$ cat config.mk
export PLATFORM = sky130hd
export DESIGN_NAME = dlpm_result_fifo
export DESIGN_NICKNAME = d
export VERILOG_FILES = /design/src/dlpm_pkg.sv /design/src/dlpm_result_fifo.sv
export SDC_FILE = /design/constraint.sdc
export NUM_CORES = 1
export LEC_CHECK = 0
export BUFFER_PORTS_ARGS = -buffer_cell sky130_fd_sc_hd__buf_4
export CAP_MARGIN = 10
export CORE_MARGIN = 3
export CORE_UTILIZATION = 45
export CTS_CLUSTER_SIZE = 14
export DETAILED_ROUTE_END_ITERATION = 6
export PLACE_DENSITY = 0.61
export RECOVER_POWER = 50
export SLEW_MARGIN = 20
export SYNTH_ARGS = -nofsm -noshare
export SYNTH_HDL_FRONTEND = slang
export SYNTH_SLANG_ARGS = --single-unit
$ cat constraint.sdc
create_clock -name i_clk -period 2.04 [get_ports i_clk]
set_input_delay 0.102 -clock i_clk [delete_from_list [all_inputs] [get_ports i_clk]]
set_output_delay 0.102 -clock i_clk [all_outputs]
set_load 0.02 [all_outputs]
$ cat src/dlpm_pkg.sv
// shared types and constants of the dfa longest prefix matcher
package dlpm_pkg;

    // field widths
    localparam int STATE_BITS = 8;
    localparam int CHAR_BITS  = 8;
    localparam int POS_BITS   = 16;

    // transition memory: one entry per (state, byte)
    localparam int TRANS_ADDR_BITS = STATE_BITS + CHAR_BITS;
    localparam int TRANS_DEPTH     = 1 << TRANS_ADDR_BITS;
    localparam int TRANS_BITS      = STATE_BITS + 1;
    localparam int ACC_DEPTH       = 1 << STATE_BITS;

    // result queue
    localparam int FIFO_DEPTH    = 4;
    localparam int FIFO_PTR_BITS = $clog2(FIFO_DEPTH);
    localparam int FIFO_CNT_BITS = FIFO_PTR_BITS + 1;

    // packed stream widths
    localparam int IN_DATA_BITS  = 48;
    localparam int IN_USER_BITS  = 2;
    localparam int OUT_DATA_BITS = 24;

    typedef enum logic [1:0] {
        ACT_WR_TRANS  = 2'd0,
        ACT_WR_ACCEPT = 2'd1,
        ACT_BEGIN     = 2'd2,
        ACT_CHAR      = 2'd3
    } t_action;

    typedef struct packed {
        t_action                action;
        logic [STATE_BITS-1:0]  table_state;
        logic [CHAR_BITS-1:0]   char_code;
        logic [STATE_BITS-1:0]  next_state;
        logic                   next_dead;
        logic                   accepting;
        logic [POS_BITS-1:0]    start_position;
        logic                   is_last;
    } t_item;

    typedef struct packed {
        logic                matched;
        logic [POS_BITS-1:0] match_end;
    } t_result;

    // status from the match core toward the input handshake
    typedef struct packed {
        logic       hold;       // a begin or char word still updates the state
        logic [1:0] last_cnt;   // results still inside the pipeline
    } t_core_status;

endpackage

$ cat src/dlpm_result_fifo.sv
// small result queue between the match pipeline and the output stream
module dlpm_result_fifo (
    input  logic                               i_clk,
    input  logic                               i_rst_n,
    input  logic                               i_push,
    input  dlpm_pkg::t_result                  i_push_data,
    input  logic                               i_pop,
    output logic                               o_not_empty,
    output dlpm_pkg::t_result                  o_head,
    output logic [dlpm_pkg::FIFO_CNT_BITS-1:0] o_count
);

    dlpm_pkg::t_result                  r_mem [0:dlpm_pkg::FIFO_DEPTH-1];
    logic [dlpm_pkg::FIFO_PTR_BITS-1:0] r_wr_ptr;
    logic [dlpm_pkg::FIFO_PTR_BITS-1:0] r_rd_ptr;
    logic [dlpm_pkg::FIFO_CNT_BITS-1:0] r_count;
    logic [dlpm_pkg::FIFO_PTR_BITS-1:0] n_wr_ptr;
    logic [dlpm_pkg::FIFO_PTR_BITS-1:0] n_rd_ptr;
    logic [dlpm_pkg::FIFO_CNT_BITS-1:0] n_count;
    logic                               w_pop;

    assign w_pop = i_pop && (r_count != '0);

    // pointer and fill count update
    always_comb begin
        n_wr_ptr = r_wr_ptr;
        n_rd_ptr = r_rd_ptr;
        n_count  = r_count;
        if (i_push) begin
            n_wr_ptr = r_wr_ptr + 1'b1;
        end
        if (w_pop) begin
            n_rd_ptr = r_rd_ptr + 1'b1;
        end
        case ({i_push, w_pop})
            2'b10:   n_count = r_count + 1'b1;
            2'b01:   n_count = r_count - 1'b1;
            default: n_count = r_count;
        endcase
    end

    always_ff @(posedge i_clk) begin
        if (!i_rst_n) begin
            r_wr_ptr <= '0;
            r_rd_ptr <= '0;
            r_count  <= '0;
        end else begin
            r_wr_ptr <= n_wr_ptr;
            r_rd_ptr <= n_rd_ptr;
            r_count  <= n_count;
        end
    end

    // entry storage
    always_ff @(posedge i_clk) begin
        if (i_push) begin
            r_mem[r_wr_ptr] <= i_push_data;
        end
    end

    assign o_not_empty = (r_count != '0);
    assign o_head      = r_mem[r_rd_ptr];
    assign o_count     = r_count;

endmodule

======== Word-level counts from Yosys, hierarchy flattened ========
Memories as Yosys holds them, arrays and structs flattened. A register that Yosys moved wholly into a read port is not among the register bits.
Index checks and enable logic that the tools add are counted.
W data, S select, Z words.
operators by class
  add/sub/neg operators ................... 4
  eq/ne operators ......................... 2
  reductions and logical operators ........ 3
  muxes and demuxes ....................... 5
operators with widths
  cell                   count
  $pmux W3 S2            1
  $add A2 B1 Y2 const B  2
  $mux W2                2
  $add A3 B1 Y3 const B  1
  $reduce_bool A3 Y1     1
  $sub A3 B1 Y3 const B  1
  $eq A2 B1 Y1 const B   1
  $eq A2 B2 Y1 const B   1
  $mux W1                2
  $reduce_bool A2 Y1     1
  $logic_and A1 B1 Y1    1
storage, ports and cells
  memory bits (writable) .................. 68
  logic and storage cells ................. 18
  bits in registers ....................... 7
  output and inout bits ................... 21
  bits of input ports ..................... 21
  memories ................................ 1
memories
  memory  depth  width  rd ports  clocked after memory_dff  wr ports  RTL line                source
  r_mem   4      17     1         1                         1         dlpm_result_fifo.sv:13  dlpm_pkg::t_result r_mem [0:dlpm_pkg::FIFO_DEPTH-1];

======== Logic depth before layout (Yosys ltp) ========
Gate-level depths: netlist of the first run.
  depth in word-level cells ............... 4
  mapped depth ............................ 7
  gate-level depth less buffers ........... 7

======== Least setup slack after synthesis of the first run ========
Ideal clock, no wire load.
  kind .................................... flip-flop to flip-flop
  start ................................... reg r_count, in the netlist o_count[0]
  end ..................................... reg r_count, in the netlist o_count[2]
  library setup time ...................... 0.076 ns
  cell stages (with the launch flop) ...... 8
  data arrival time ....................... 1.871 ns
  clock period less this slack ............ 1.947 ns
  data required time ...................... 1.964 ns
  slack ................................... 0.093 ns
  path buffers ............................ 0
  cells stage by stage .................... dfxtp_1 > o31a_1 > ha_1 > inv_1 > fa_1 > xor2_1 > or3_1 > a21boi_0
on the way
  longest elaborated chain between the ends .. 4
  elaborated cells between the ends (all ways) .. 8
  classes of those cells .................. add/sub: 2; eq/ne: 2; mux: 1; reduce/logical: 3
ends and longest elaborated chain
  item                                               RTL line                source
  start: declaration                                 dlpm_result_fifo.sv:16  logic [dlpm_pkg::FIFO_CNT_BITS-1:0] r_count;
  start signal: assignment                           dlpm_result_fifo.sv:50  r_count <= n_count;
  $reduce_bool A3 Y1 *                               dlpm_result_fifo.sv:22  assign w_pop = i_pop && (r_count != '0);
  $logic_and A1 B1 Y1 *                              dlpm_result_fifo.sv:22
  via w_pop                                          dlpm_result_fifo.sv:20  logic w_pop;
  $eq A2 B1 Y1 or $eq A2 B2 Y1 (tied branches)       dlpm_result_fifo.sv:35  case ({i_push, w_pop})
  $pmux W3 S2 or $reduce_bool A2 Y1 (tied branches)  -
The timed path passes the listed nets; every way through them passes the cells marked *.
A chain may end at the register's enable or synchronous reset.

======== Worst setup path in the final report of the first run ========
  start ................................... reg r_count, in the netlist o_count[1]
  end ..................................... reg r_count, in the netlist o_count[2]
Same word-level chain as after synthesis.

==> results of run 1 <==
## where the power goes
part | internal (mW) | total (mW) | switching (mW)
combinational | 0.492 | 1.01 | 0.513
clock | 0.806 | 1.33 | 0.529
sequential | 1.84 | 1.90 | 0.0592
total | 3.14 | 4.24 | 1.10
## state kept, by name, summed over array words and instances (netlist names), named ones only
| signal | cells |
|---|---|
| o_count | 3 |
| r_rd_ptr | 2 |
| r_mem | 68 |
| r_wr_ptr | 2 |
## critical path, cell delays in order, from the launching register on
cell and delay [ps]:
dfxtp_2 370, o31a_1 210, ha_1 210, inv_1 60
fa_1 370, xor2_1 160, or3_1 310, a21boi_0 180
## final timing paths
| check | startpoint | to | slack, ps |
|---|---|---|---|
| setup reg to reg | o_count[1]$_SDFFE_PN0P_ | o_count[2]$_SDFFE_PN0P_ | 100 |
| hold reg to reg | o_count[2]$_SDFFE_PN0P_ | o_count[2]$_SDFFE_PN0P_ | 530 |
| hold / removal | i_rst_n | o_count[0]$_SDFFE_PN0P_ | 20 |
| setup / recovery | o_count[1]$_SDFFE_PN0P_ | o_count[2]$_SDFFE_PN0P_ | 100 |
## synthesized netlist by cell type
library cell and instances:
mux4_2 10, o31a_1 1, and2_1 8, o21ai_0 2, xnor2_1 3, buf_6 1, a21boi_0 1, dfxtp_1 9
o311ai_1 1, inv_1 6, buf_12 1, nand2_1 1, mux4_1 7, fa_1 1, nor2b_1 3, or3_1 2
xor2_1 2, mux2i_1 1, buf_2 2, ha_1 5, edfxtp_1 68
## logic make-up (layout without fill, tap and decap cells)
group,after synthesis,in the layout
mux,18,18
fa+ha+maj,6,6
xor+xnor,5,5
buf+inv,10,84
flops,77,77
compound gates,5,5
simple gates,14,14
## routing by layer
layer / share of wire [%] / global-route usage, % / vias up
li1: - / - / 678
met1: 41 / 16.37 / 731
met2: 53 / 24.22 / 30
met3: 3.5 / 3.027 / 10
met4: 1.9 / 8.924 / 0
met5: 0 / 0 / -
## cell type report
type | count | area share [%]
timing repair buffer | 62 | 11.91
multi-input combinational | 48 | 18.05
tap | 75 | 2.545
clock inverter | 7 | 3.088
clock buffer | 9 | 3.359
sequential | 77 | 60.43
inverter | 6 | 0.6108
## stage by stage
step	instances	area (sq um)
global route	284	3687
CTS	284	3751
global placement	251	3342
finish	284	3687
detailed placement	251	3342
floorplan	135	2952
## repair_timing
item | 4_1_cts | 5_1_grt
endpoints found under the setup margin | 1 | 1
hold buffers | 17 | 0
hold endpoints to repair | 68 | 0
gates resized for setup | 1 | 3
buffers inserted | 0 | 0
==> run metrics, run 1 <==
1st-pass router iterations=4; clock root cell=clkbuf_8; vias per cell=5.102; Adder-Cell Fraction of Synth Area=2.798%; XOR/XNOR Fraction of Synth Area=1.484%; clk_skew=4.898 ps; Hold WS=23.75 ps; clk_lat worst skew=340 ps; pre-CTS setup slack=20.55 ps; commonest non-fill, non-tap cells in the layout=edfxtp_1 (68), buf_4 (26), dlygate4sd3_1 (17), clkbuf_1 (17), mux4_2 (10); maximum VDD drop=0.6826 mV; nets=231; Post-Syn Nets=162; synthesized cell area=2952 sq um; initial core utilization=48.14%; simple-gate area share of the yosys netlist=2.883%; top post-synthesis cells by area=edfxtp_1 (69%), mux4_2 (7.6%), mux4_1 (6.2%); Inserted Clock Buffers=9; Clk pin slew, worst setup/hold paths=70 ps; part of the cycle the worst path needs=95.22%; Final ANT Viol Nets=0; buffers added on ports=41; die area=7567 sq um; fill cell count=463; Power, Total=4.238 mW; Slew HR=38.74%; total global routing track utilization=14.27%; largest net degree at the start of global routing=18; Worst Hold Class=in -> reg; fraction of layout cells with a size suffix above 1=26.79%; synthesis-to-layout area growth=24.93%; Synth Area in Compound Gates=1.187%; Slew Limit Fails=0; Setup CP Type=reg -> reg; status=finished clean; largest family of logic cells by synthesized area=multiplexers; setup TNS=0 ps; minimum clock period=1943 ps; DP HPWL=3103 microns; area taken by multi-input logic gates=665.6 sq um; first-pass GRT wire length=7665 microns; Core Util, Final=60.14%; power density cells=1149 nW/um^2; via count=1449; depth of the most critical reg-to-reg path=7; Diodes inserted=0; synthesized instance count=135; Syn Area/Cell=21.86 sq um; Worst EP required=2300 ps; register area share after synthesis=75.29%; Hold Fails Final Rpt=0; fmax=0.5148 GHz; DRC viols=0; Die Y=86.99 microns; clk buf depth=2; number of antenna violations at the first check in global routing=0; cell taking the most area after synthesis=edfxtp_1; Max FO, Critical Path=6; register bit total from synthesis=77; crit path DAT=2200 ps; Post-Route WL=4942 microns; gp weighted congestion=0.7307; # setup viols final=0; TritonCTS clock tree=built; max-cap violations=0; io pins=42; crit start category=flip-flop; Unique masters post-synth=21; Rows=28; vias in the first global route=1577; hold path depth=2; unrepaired setup endpoints after global routing=no; core area=6131 sq um; die width=86.99 microns; Worst-Margin Slew=918.9 ps; H-tree Lvls=3; global route overflow=0; mux contribution to synthesized area=14.20%; Iter 0 DRT Violations=78; Synth top area share=69.18%; final worst slack=97.49 ps; routed len/inst=17.40 microns; FF+latch area=2228 sq um; Worst setup EP type=flip-flop; most common cell after layout, fill and taps aside=edfxtp_1; LEAKAGE=1.269 nW; CTS sink count=77; Synth warnings=0
(Power assumes the default switching activity.)
==> inputs of run 2 (changes only) <==
--- a/config.mk
+++ b/config.mk
@@ -13,6 +13,7 @@
 export DETAILED_ROUTE_END_ITERATION = 6
 export PLACE_DENSITY = 0.61
 export RECOVER_POWER = 50
+export SETUP_SLACK_MARGIN = 0.15
 export SLEW_MARGIN = 20
 export SYNTH_ARGS = -nofsm -noshare
 export SYNTH_HDL_FRONTEND = slang
==> run 2 against run 1 <==
Compared with the run above:
- die area did not move
- clock power barely moved
- first-iteration DRC count rose by 22%
- hold slack improved by 3.6 ps
==> run metrics, run 2 (same netlist as run 1, synthesis figures left out) <==
global route overflow=0 (unchanged); Biggest register=r_mem; gp weighted congestion=0.7875 (+7.8%); hold endpoint=r_wr_ptr[0]$_SDFFE_PN0P_; synthesis-to-layout area growth=27.98%; Max FO, Critical Path=6 (unchanged); routed len/inst=17.25 microns (-0.89%); first-pass GRT wire length=8169 microns (+6.6%); via count=1509 (+4.1%); setup TNS=0 ps (unchanged); DRC viols=0 (unchanged); Area after DPL=3386 sq um (+1.3%); fmax=0.5384 GHz (+4.6%); die area=7567 sq um (unchanged); Hold Fails Final Rpt=0 (unchanged); hold path depth=2 (unchanged); Iter 0 DRT Violations=95 (+22%); HP Start=i_rst_n; reg2reg end=o_count[2]$_SDFFE_PN0P_; largest net degree at the start of global routing=18 (unchanged); Setup crit start=o_count[1]$_SDFFE_PN0P_; Slew Limit Fails=0 (unchanged); Diodes inserted=0 (unchanged); LEAKAGE=1.319 nW (+4.0%); clk_lat worst skew=340 ps (about the same); H-tree Lvls=3 (unchanged); minimum clock period=1858 ps (-85.00 ps); Worst EP required=2320 ps (+20 ps); most common cell after layout, fill and taps aside=edfxtp_1; part of the cycle the worst path needs=91.05% (-4.2 points); power density cells=1156 nW/um^2 (+0.55%); DP HPWL=3288 microns (+6.0%); core area=6131 sq um (unchanged); Slew HR=38.78% (about the same); clk_skew=5.422 ps (+0.5244 ps); nets=239 (+3.5%); crit path DAT=2130 ps (-70 ps); Clk pin slew, worst setup/hold paths=80 ps (about the same); Post-Route WL=5036 microns (+1.9%); Rows=28 (unchanged); clk buf depth=2 (unchanged); Placed Cells=253 (+0.80%); design area=3777 sq um (+2.4%); TritonCTS clock tree=built; # setup viols final=0 (unchanged); depth of the most critical reg-to-reg path=7 (unchanged); vias per cell=5.168 (+1.3%); buffers added on ports=41 (unchanged); Hold WS=27.33 ps (+3.580 ps); clock root cell=clkbuf_8; pre-CTS setup slack=129.9 ps (+109.4 ps); Worst-Margin Slew=918.3 ps (-0.5491 ps); Worst Hold Class=in -> reg; crit start category=flip-flop; final worst slack=182.5 ps (+85.00 ps); maximum VDD drop=0.5963 mV (-13%); die width=86.99 microns (unchanged); initial core utilization=48.14% (unchanged); number of antenna violations at the first check in global routing=0 (unchanged); fraction of layout cells with a size suffix above 1=29.03% (+2.2 points); Die Y=86.99 microns (unchanged); io pins=42 (unchanged); unrepaired setup endpoints after global routing=no; Final ANT Viol Nets=0 (unchanged); Setup CP Type=reg -> reg; vias in the first global route=1631 (+3.4%); Worst R2R Start=o_count[1]$_SDFFE_PN0P_; CTS sink count=77 (unchanged); commonest non-fill, non-tap cells in the layout=edfxtp_1 (68), buf_4 (33), clkbuf_1 (19); max reg flops=68 (unchanged); Reg2Reg Setup Slack=180 ps (+80 ps); status=finished clean; max-cap violations=0 (unchanged); Worst setup EP type=flip-flop; Inserted Clock Buffers=9 (unchanged); 1st-pass router iterations=4 (unchanged); total global routing track utilization=15.20% (+0.93 points); Finished Layout Cells=292 (+2.8%)
-- run 2: changes by cell type in the layout (fill, tap and decap cells not counted), moves of 2 or more --
cell      before  now
buf_12         0    2
clkbuf_1      17   19
buf_4         26   33
clkbuf_2       2    0
dfxtp_2        2    0
dfxtp_1        6    8
-- run 2: timing repair --
action                                  CTS  global route
hold buffers                             17             0
gates resized for setup                   4             4
setup buffers                             1             5
pin swaps                                 1             3
endpoints found under the setup margin   14             4
gates cloned                              0             0
hold endpoints to repair                 68             0
-- run 2: area by class of cell --
cell class | instances | area (sq um)
fill | 451 | 2354
sequential | 77 | 2226
multi-input combinational | 48 | 670.6
timing repair buffer | 70 | 525.5
clock buffer | 10 | 127.6
clock inverter | 6 | 111.4
tap | 75 | 93.84
inverter | 6 | 22.52
-- run 2: per-stage QoR --
| stage | power, mW | utilization, % |
|---|---|---|
| finish | 4.366 | 61.61 |
| global placement | 2.950 | 55.22 |
| CTS | 4.389 | 62.16 |
| global route | 4.583 | 61.61 |
| detailed placement | 3.000 | 55.22 |
| floorplan | 2.602 | - |
-- run 2: worst max path at each step --
stage	to	depth (start not counted)	slack, ps
3_3_place_gp	o_count[2]$_SDFFE_PN0P_	7	250
5_1_grt	o_count[2]$_SDFFE_PN0P_	7	70
2_1_floorplan	o_count[2]$_SDFFE_PN0P_	7	200
3_5_place_dp	o_count[2]$_SDFFE_PN0P_	7	130
6_report	o_count[2]$_SDFFE_PN0P_	7	180
4_1_cts	o_count[2]$_SDFFE_PN0P_	7	150
-- run 2: power breakdown --
| group | switching, mW | internal, mW | total (mW) |
|---|---|---|---|
| Clock | 0.522 | 0.812 | 1.33 |
| Sequential | 0.0743 | 1.83 | 1.91 |
| Combinational | 0.537 | 0.585 | 1.12 |
-- run 2: layer usage --
layer  global-route usage (%)  routed length, microns  vias to the layer above
li1                         -                       -                      702
met1                    17.79                    1988                      760
met2                    25.67                    2708                       38
met3                    3.311                     216                        9
met4                    8.924                     123                        0
met5                        0                       0                        -
-- run 2: worst max-delay path, cell delays in order, from the launching register on --
cell	delay, ps
dfxtp_1	420
o31a_1	210
ha_2	190
inv_1	50
fa_2	340
xor2_1	160
or3_1	310
a21boi_1	120
==> inputs of run 3 (changes only) <==
--- a/config.mk
+++ b/config.mk
@@ -7,11 +7,13 @@
 export LEC_CHECK = 0
 export BUFFER_PORTS_ARGS = -buffer_cell sky130_fd_sc_hd__buf_4
 export CAP_MARGIN = 10
+export CELL_PAD_IN_SITES_DETAIL_PLACEMENT = 0
+export CELL_PAD_IN_SITES_GLOBAL_PLACEMENT = 1
 export CORE_MARGIN = 3
 export CORE_UTILIZATION = 45
 export CTS_CLUSTER_SIZE = 14
 export DETAILED_ROUTE_END_ITERATION = 6
-export PLACE_DENSITY = 0.61
+export PLACE_DENSITY = 0.69
 export RECOVER_POWER = 50
 export SETUP_SLACK_MARGIN = 0.15
 export SLEW_MARGIN = 20
==> constraint.sdc (replaced) <==
create_clock -name i_clk -period 2.04 [get_ports i_clk]
set_input_delay 0.102 -clock i_clk [delete_from_list [all_inputs] [get_ports i_clk]]
set_output_delay 0.102 -clock i_clk [all_outputs]
set_load 0.05 [all_outputs]
==> run 3 against run 2 <==
Compared with the run above:
- utilization down 1.8 points
- via count fell by 2.7%
- critical path depth unchanged
- non-clock buffer count decreased by 3
- sequential power is essentially flat
- die area did not move
- cell area shrank 2.9%
- hold slack lost 2.8 ps
- power is 0.28% lower
- clock power down 21%
==> run metrics, run 3 (same netlist as run 1, synthesis figures left out) <==
status=finished clean; clk buf depth=2 (unchanged); CTS sink count=77 (unchanged); most common cell after layout, fill and taps aside=edfxtp_1; core area=6131 sq um (unchanged); crit-path max cell delay=370 ps (-50 ps); DRC viols=0 (unchanged); Max FO, Critical Path=6 (unchanged); io pins=42 (unchanged); max reg flops=68 (unchanged); Seq pwr share=43.8% (about the same); number of antenna violations at the first check in global routing=0 (unchanged); clk_skew=7.422 ps (+2.000 ps); Setup CP Type=reg -> reg; Worst EP required=2300 ps (-20 ps); Iter 0 DRT Violations=50 (-47%); Finished Layout Cells=288 (-1.4%); Pint=2.919 mW (-9.7%); crit start category=flip-flop; Biggest register=r_mem; largest net degree at the start of global routing=18 (unchanged); Worst-Margin Slew=904.5 ps (-13.83 ps); Power, Total=4.354 mW (-0.28%); fmax=0.5336 GHz (-0.88%); die area=7567 sq um (unchanged); Slew HR=39.70% (+0.92 points); worst-path cell chain=o31a_1 -> ha_2 -> inv_1 -> fa_2 -> xor2_1 -> or3_1 -> a21boi_1; # setup viols final=0 (unchanged); fill cell count=454 (+0.67%); global route overflow=0 (unchanged); Slew Limit Fails=0 (unchanged); Crit path max-delay family=adder cells; synthesis-to-layout area growth=24.21%; Worst Hold Class=in -> reg; Clock power frac=24.1% (-6.5 points); LEAKAGE=1.253 nW (-5.0%); initial core utilization=48.14% (unchanged); CP bufs+invs=1 (unchanged); via count=1468 (-2.7%); Hold Fails Final Rpt=0 (unchanged); first-pass GRT wire length=7824 microns (-4.2%); fraction of layout cells with a size suffix above 1=26.29% (-2.7 points); clock root cell=clkbuf_8; H-tree Lvls=3 (unchanged); Clk pin slew, worst setup/hold paths=80 ps (about the same); Final ANT Viol Nets=0 (unchanged); total global routing track utilization=14.64% (-0.56 points); Psw=1.435 mW (+27%); Post-Route WL=5053 microns (+0.34%); routed len/inst=17.55 microns (+1.7%); share of total power in combinational logic=32.1% (+6.4 points); TritonCTS clock tree=built; Worst setup EP type=flip-flop; commonest non-fill, non-tap cells in the layout=edfxtp_1 (68), buf_4 (27), clkbuf_1 (22); max-cap violations=0 (unchanged); minimum clock period=1874 ps (+16.56 ps); unrepaired setup endpoints after global routing=yes; clk_lat worst skew=340 ps (about the same); crit path DAT=2140 ps (about the same); final worst slack=165.9 ps (-16.56 ps); setup TNS=0 ps (unchanged); vias per cell=5.097 (-1.4%); 1st-pass router iterations=4 (unchanged); part of the cycle the worst path needs=91.87% (+0.81 points); pre-CTS setup slack=41.32 ps (-88.62 ps); buffers added on ports=41 (unchanged); vias in the first global route=1592 (-2.4%); Diodes inserted=0 (unchanged); Net Sw Frac=32.95% (+7.0 points); Die Y=86.99 microns (unchanged); gp weighted congestion=0.7853 (-0.28%); Inserted Clock Buffers=9 (unchanged); Rows=28 (unchanged); crit path max-delay cell type=dfxtp_4; die width=86.99 microns (unchanged); DP HPWL=3282 microns (-0.19%); power density cells=1188 nW/um^2 (+2.8%); nets=236 (-1.3%); maximum VDD drop=0.6118 mV (+2.6%); Placed Cells=253 (unchanged)
-- run 3: area by class of cell --
class	count	area [sq um]	share of cell area, %
clock inverters	6	55.05	1.502
multi-input cells	48	670.6	18.29
inverters	6	22.52	0.6143
flip-flops and latches	77	2233	60.92
well taps	75	93.84	2.560
repair buffers	67	466.7	12.73
clock buffers	9	123.9	3.379
-- run 3: power by group through the flow --
stage          Clock (mW)  Combinational (mW)  Sequential, mW
2_1_floorplan           0               0.947            2.01
3_3_place_gp            0                1.36            1.93
3_5_place_dp            0                1.38            1.94
4_1_cts              1.08                1.43            1.91
5_1_grt              1.13                1.49            1.92
6_report             1.05                1.40            1.91
-- run 3: timing repair --
action	in CTS	in global routing
buffers inserted	1	2
endpoints found under the setup margin	1	2
resized for setup	3	1
endpoints found under the hold margin	68	0
pin swaps	2	2
hold buffers	17	0
-- run 3: worst paths after layout --
| path | from | end | slack (ps) | cells past startpoint |
|---|---|---|---|---|
| worst max-delay path | o_count[2]$_SDFFE_PN0P_ | o_count[2]$_SDFFE_PN0P_ | 170 | 7 |
| worst max register to register | o_count[2]$_SDFFE_PN0P_ | o_count[2]$_SDFFE_PN0P_ | 170 | 7 |
| worst min-delay path | i_rst_n | o_count[0]$_SDFFE_PN0P_ | 20 | 2 |
| worst min register to register | o_count[2]$_SDFFE_PN0P_ | o_count[2]$_SDFFE_PN0P_ | 550 | 2 |
-- run 3: routing by layer --
metal | part of all wire [%] | track usage, % | vias up
li1 | - | - | 689
met1 | 40 | 16.85 | 731
met2 | 54 | 24.98 | 35
met3 | 3.8 | 3.217 | 13
met4 | 2.5 | 8.640 | 0
met5 | 0 | 0 | -
-- run 3: stage by stage --
stage	utilization [%]	cell area [sq um]	hold slack (ps)
2_1_floorplan	-	2963	200.9
3_5_place_dp	54.94	3368	305.4
5_1_grt	59.80	3666	39.91
4_1_cts	60.84	3730	15.81
3_3_place_gp	54.94	3368	299.3
6_report	59.80	3666	24.49
